==> config.mk <==
export PLATFORM = sky130hd
export DESIGN_NAME = nfam_ram
export DESIGN_NICKNAME = d
export VERILOG_FILES = /design/src/sv/nand_flash_array_model_unit_defines.svh /design/src/sv/nfam_ram.sv
export SDC_FILE = /design/constraint.sdc
export NUM_CORES = 2
export LEC_CHECK = 0
export ABC_CLOCK_PERIOD_IN_PS = 3600
export BUFFER_PORTS_ARGS = -buffer_cell sky130_fd_sc_hd__buf_4
export CORE_ASPECT_RATIO = 0.6
export CORE_MARGIN = 5
export CORE_UTILIZATION = 60
export DETAILED_ROUTE_END_ITERATION = 6
export GPL_TIMING_DRIVEN = 0
export PLACE_DENSITY = 0.76
export REMOVE_ABC_BUFFERS = 1
export SYNTH_ARGS = -nofsm -noshare
export SYNTH_HDL_FRONTEND = slang
export SYNTH_SLANG_ARGS = --single-unit
==> constraint.sdc <==
create_clock -name clk -period 3.6 [get_ports clk]
set_input_delay 0.72 -clock clk [delete_from_list [all_inputs] [get_ports clk]]
set_output_delay 0.72 -clock clk [all_outputs]
set_load 0.01 [all_outputs]
==> src/sv/nand_flash_array_model_unit_defines.svh <==
// ----------------------------------------------------------------------------
// NAND flash array model: assertion macros
// Clocked checks used by the unit RTL file; all are quiet while rst is high.
// ----------------------------------------------------------------------------
`ifndef NAND_FLASH_ARRAY_MODEL_UNIT_DEFINES_SVH
`define NAND_FLASH_ARRAY_MODEL_UNIT_DEFINES_SVH

// property must hold at every edge outside reset
`define NFAM_CHECK(label, prop, msg) \
  label: assert property (@(posedge clk) disable iff (rst) prop) else $error(msg);

// condition must never be seen outside reset
`define NFAM_NEVER(label, cond, msg) \
  label: assert property (@(posedge clk) disable iff (rst) !(cond)) else $error(msg);

`endif

==> src/sv/nfam_ram.sv <==
// ----------------------------------------------------------------------------
// NAND flash array model: generic RAM
// One write port, one read port, read data registered.
// ----------------------------------------------------------------------------
`timescale 1ns / 1ps

module nfam_ram #(
  parameter int unsigned      WIDTH = 8,
  parameter longint unsigned  DEPTH = 256
) (
  input  logic                     clk,
  input  logic                     we,
  input  logic [$clog2(DEPTH)-1:0] waddr,
  input  logic [WIDTH-1:0]         wdata,
  input  logic [$clog2(DEPTH)-1:0] raddr,
  output logic [WIDTH-1:0]         rdata
);

  logic [WIDTH-1:0] mem [DEPTH];

  always_ff @(posedge clk) begin
    if (we) begin
      mem[waddr] <= wdata;
    end
    rdata <= mem[raddr];
  end

endmodule

* Word level (Yosys, flattened, before mapping)
Memories as Yosys holds them, arrays and structs flattened. A register that Yosys moved wholly into a read port is not among the register bits.
Cells that the tools add are included.
** Word-level totals
- Register bits after elaboration :: 0
- Bits in latches :: 0
- Bits in writable memories :: 2048
- ROM bits :: 0
- Input port bits :: 26
- Output and inout port bits :: 8
- Word-level logic and storage cells :: 3
- Memories kept :: 1
** Cells by class
- Add/subtract/negate cells :: 0
- $mul :: 0
- Divide/modulo/power cells :: 0
- Magnitude comparators :: 0
- Equality and inequality tests :: 0
- Shift-type cells :: 0
- Muxes and demuxes :: 2
- Bitwise gates (word level) :: 0
- Reductions and logical operators :: 0
** Memory list
- mem :: words 256, width 8, rd ports 1, clocked after Yosys merged registers in 1, wr ports 1, RTL line nfam_ram.sv:19 : logic [WIDTH-1:0] mem [DEPTH];
** Operators by type and width (number)
- 1-bit 2-to-1 mux :: 2

* Depth between registers and ports, before layout
- Depth in word-level cells :: 2
- Mapped depth :: 11
- Gate-level depth less buffers :: 6

* Worst setup path before layout
No wires, ideal clock.
- Kind :: input to register
- Start point :: input port raddr[0]
- End point :: register rdata[2], read port of mem
- Library setup time :: 0.131 ns
- Data arrival time :: 2.527 ns
- Data required time :: 3.469 ns
- Setup slack :: 0.942 ns
- Cell stages on the path :: 9
- Buffers on the path :: 4
- Cells stage by stage :: buf_6 -> buf_12 -> buf_8 -> buf_2 -> mux4_2 -> a22oi_1 -> a21oi_1 -> nor4_1 -> nor4_2
** RTL lines
- from (decl) :: RTL line nfam_ram.sv:15 : input logic [$clog2(DEPTH)-1:0] raddr,
- to (decl) :: RTL line nfam_ram.sv:16 : output logic [WIDTH-1:0] rdata

==> results.py <==
metrics = {
    "run_status": {
        "outcome": "finished, violations left",
        "violations": "max-capacitance violations, max-slew violations",
    },
    "layout": {
        "layout_commonest_cell": "edfxtp_1",
        "multi_input_area_sq_um": 16800,
        "nNetsFinal": 3792,
        "drive_gt1_share_pct": 21.3,
        "syn_to_final_growth_pct": 10.2,
        "final_cell_mix": "2,048 x edfxtp_1, 454 x mux4_2, 278 x nor2_1, 177 x clkbuf_16, 134 x mux2i_1",
        "stdcell_count": 5695,
        "layout.area.seq_sq_um": 61700,
        "fill_cells": 8036,
    },
    "sta": {
        "worst_slew_pin_slew_ns": 1.55,
        "fmax_mhz": 280,
        "hold_viol_final": 0,
        "slew-limit-headroom_pct": -3.36,
        "fin_crit_sh_pct": 99.4,
        "finalSetupTns_ns": 0,
        "layout_min_cycle_time_ns": 3.58,
        "setup_viol": 0,
        "finClkSkew_ns": 0.0222,
        "slew_viol_final": 16,
    },
    "critical_path": {
        "critPathMaxFanout": 59,
        "critPathKind": "input pin to register",
        "path_cells": "buf_6, and2_2, a22oi_1, a21oi_1, nor4_2, nor4_2",
        "crit_required_ns": 4.22,
        "cpMostUsedCell": "nor4_2",
        "critPathCaptureType": "register",
        "cp_slowest_cell": "and2_2",
        "worstPathArrival_ns": 4.20,
        "start_kind": "input pin",
        "critPathMaxStageDelay_ns": 1.02,
    },
    "flow_run": {
        "drv_cap": 1,
    },
    "floorplanning": {
        "die_h_um": 292,
        "core_area_sq_um": 132000,
        "start_util_pct": 60.5,
        "die-area_sq_um": 140000,
        "fp-row-count": 103,
        "ios": 34,
        "die_x_um": 480,
    },
    "global_routing": {
        "grt_overflow_total": 0,
        "grt_max_degree": 157,
        "grt_use_total_pct": 27.7,
        "antenna_found_initial": 9,
        "grt_use_met1_pct": 43.1,
        "busiest_layer": "met1",
        "grt_pass1_wl_mm": 279,
        "grt_use_met2_pct": 38.5,
        "grt_util_met3_pct": 8.98,
        "grt_pass1_vias": 39046,
    },
    "power_and_ir_drop": {
        "clkPwrFrac_pct": 38.2,
        "ir_worst_vdd_mv": 0.532,
        "p_int_uw": 36600,
        "power.leakage_uw": 0.0267,
        "switchingPower_uw": 10100,
        "p_per_area_nw_per_um2": 533,
        "combPwrFrac_pct": 5.3,
        "power_frac_seq_pct": 56.5,
        "switching_share_pct": 21.6,
    },
    "synth": {
        "ys_ff_latch": 2056,
        "synth_cell_types": 55,
        "synthesis.area_sq_um": 79600,
        "synth_compound_area_share_pct": 3.42,
        "synth.area.mux_share_pct": 14.6,
        "seq_area_frac_synth_pct": 77.5,
        "synth_top_family_by_area": "multiplexers",
        "avgSynthCellArea_sq_um": 21.3,
        "synth_simple_gate_area_share_pct": 2.63,
        "syn_inst": 3733,
        "synthXorXnorAreaFrac_pct": 0,
        "synth_adder_area_share_pct": 0,
        "synth_warnings": 0,
    },
    "clock_network": {
        "cts_tree": "built",
        "cts-root-buf": "clkbuf_16",
        "cts_max_level": 4,
        "cts_buffers": 172,
        "insertion_delay_ns": 0.80,
        "cts_sinks": 2056,
        "path_clk_slew_ns": 0.06,
        "clockBufferDepth": 3,
    },
    "worst_hold_path": {
        "hp-class": "input pin to register",
    },
    "route": {
        "vias_per_cell": 6.97,
        "routedWlPerCell_um": 34.0,
        "drc": 0,
        "drtIter0Drc": 6006,
        "vias": 39712,
        "wl_mm": 194,
        "postRouteAntennaNets": 0,
        "dr.pass1.iters": 6,
    },
    "placement": {
        "port_buffers": 33,
        "place_inst": 5366,
        "gp_congestion": 0.857,
        "dpl.hpwl_mm": 112,
    },
}
repair_timing:
action | 4_1_cts | 5_1_grt
endpoints found under the setup margin | 8 | 8
setup buffers | 1 | 2
hold buffers | 0 | 0
pin swaps | 1 | 1
gates cloned | 6 | 2
resized for setup | 36 | 11
layer usage:
layer | wire length (um) | vias up
met5 | 9 | -
li1 | - | 15764
met3 | 28000 | 375
met1 | 75200 | 20657
met2 | 85000 | 2914
met4 | 5400 | 2
cell usage after synthesis (all sizes together):
master	number	area (sq um)
mux4	456	10300
clkbuf	111	417
a2111oi	5	52.6
inv	1	3.75
o311ai	1	8.76
nor4b	1	8.76
and3	1	6.26
or2	4	25.0
nor2b	31	194
nor4	27	188
or2b	1	7.51
o211ai	10	75.1
nand4	10	62.6
o32ai	5	51.3
a22oi	133	998
o221ai	47	418
a22o	8	70.1
nor2	282	1060
o22ai	28	175
or3b	1	8.76
buf	122	1030
a31oi	2	12.5
mux2	1	11.3
mux2i	134	1340
clkinv	1	3.75
nor3b	1	7.51
nand3	34	170
a211oi	16	120
o22a	5	43.8
a311oi	2	17.5
edfxtp	2048	61500
a221oi	14	129
o21ai	12	60.1
a21oi	96	480
nor3	22	110
dfxtp	8	160
nand2	33	124
a21boi	1	7.51
nand2b	8	50.1
nand3b	2	15.0
and3b	2	17.5
and2	6	37.5
flip-flops by register name, indices dropped and copies added (netlist names):
signal,count
mem,2048
rdata,8
metrics by stage:
stage | utilization [%] | setup slack, ns | instance area [sq um] | hold WS (ns) | power (uW)
floorplan | - | 0.472 | 78100 | 0.763 | 27800
global placement | 61.2 | -10.22 | 80600 | 1.11 | 29500
detailed placement | 62.2 | -2.39 | 81900 | 0.956 | 29300
CTS | 66.5 | -0.00973 | 87500 | 0.111 | 46800
global route | 66.6 | -0.00977 | 87600 | 0.132 | 48000
finish | 66.6 | 0.0229 | 87600 | 0.165 | 46700
layout make-up:
class	count	area share, %
multi-input combinational	1442	19.2
clock inverter	88	0.721
inverter	2	0.0171
sequential	2056	70.4
clock buffer	222	5.23
timing repair buffer	92	1.93
tap	1785	2.55
antenna	8	0.0228
power by group through the flow:
stage	clock network, uW	registers [uW]	logic (uW)
final	17800	26400	2500
after global routing	19000	26400	2600
after CTS	17900	26400	2440
after detailed placement	0	26900	2350
after global placement	0	27000	2520
after floorplan	0	26900	926
critical path: cells and delay by family:
family	cells	cell delay (ns)
and+or+nand+nor	3	1.68
AOI/OAI and AO/OA	2	0.98
buffers and inverters	1	0.67
cells by family (layout without fill, tap and decap cells):
family / count (synthesis) / after routing
buffers and inverters: 235 / 404
other: 0 / 8
multiplexers: 591 / 591
AND/OR/NAND/NOR: 466 / 466
AO/OA/AOI/OAI: 385 / 385
flip-flops: 2056 / 2056
path summary, 6_finish.rpt:
path,from,end,slack [ns],cells after the start
worst max-delay path,raddr[2],rdata[1]$_DFF_P_,0.02,6
worst min-delay path,wdata[6],mem[83][6]$_DFFE_PP_,0.16,1
worst max register to register,mem[25][5]$_DFFE_PP_,rdata[5]$_DFF_P_,0.63,6
worst min register to register,mem[60][0]$_DFFE_PP_,rdata[0]$_DFF_P_,1.23,6
Power figures use the tool's default switching activity.
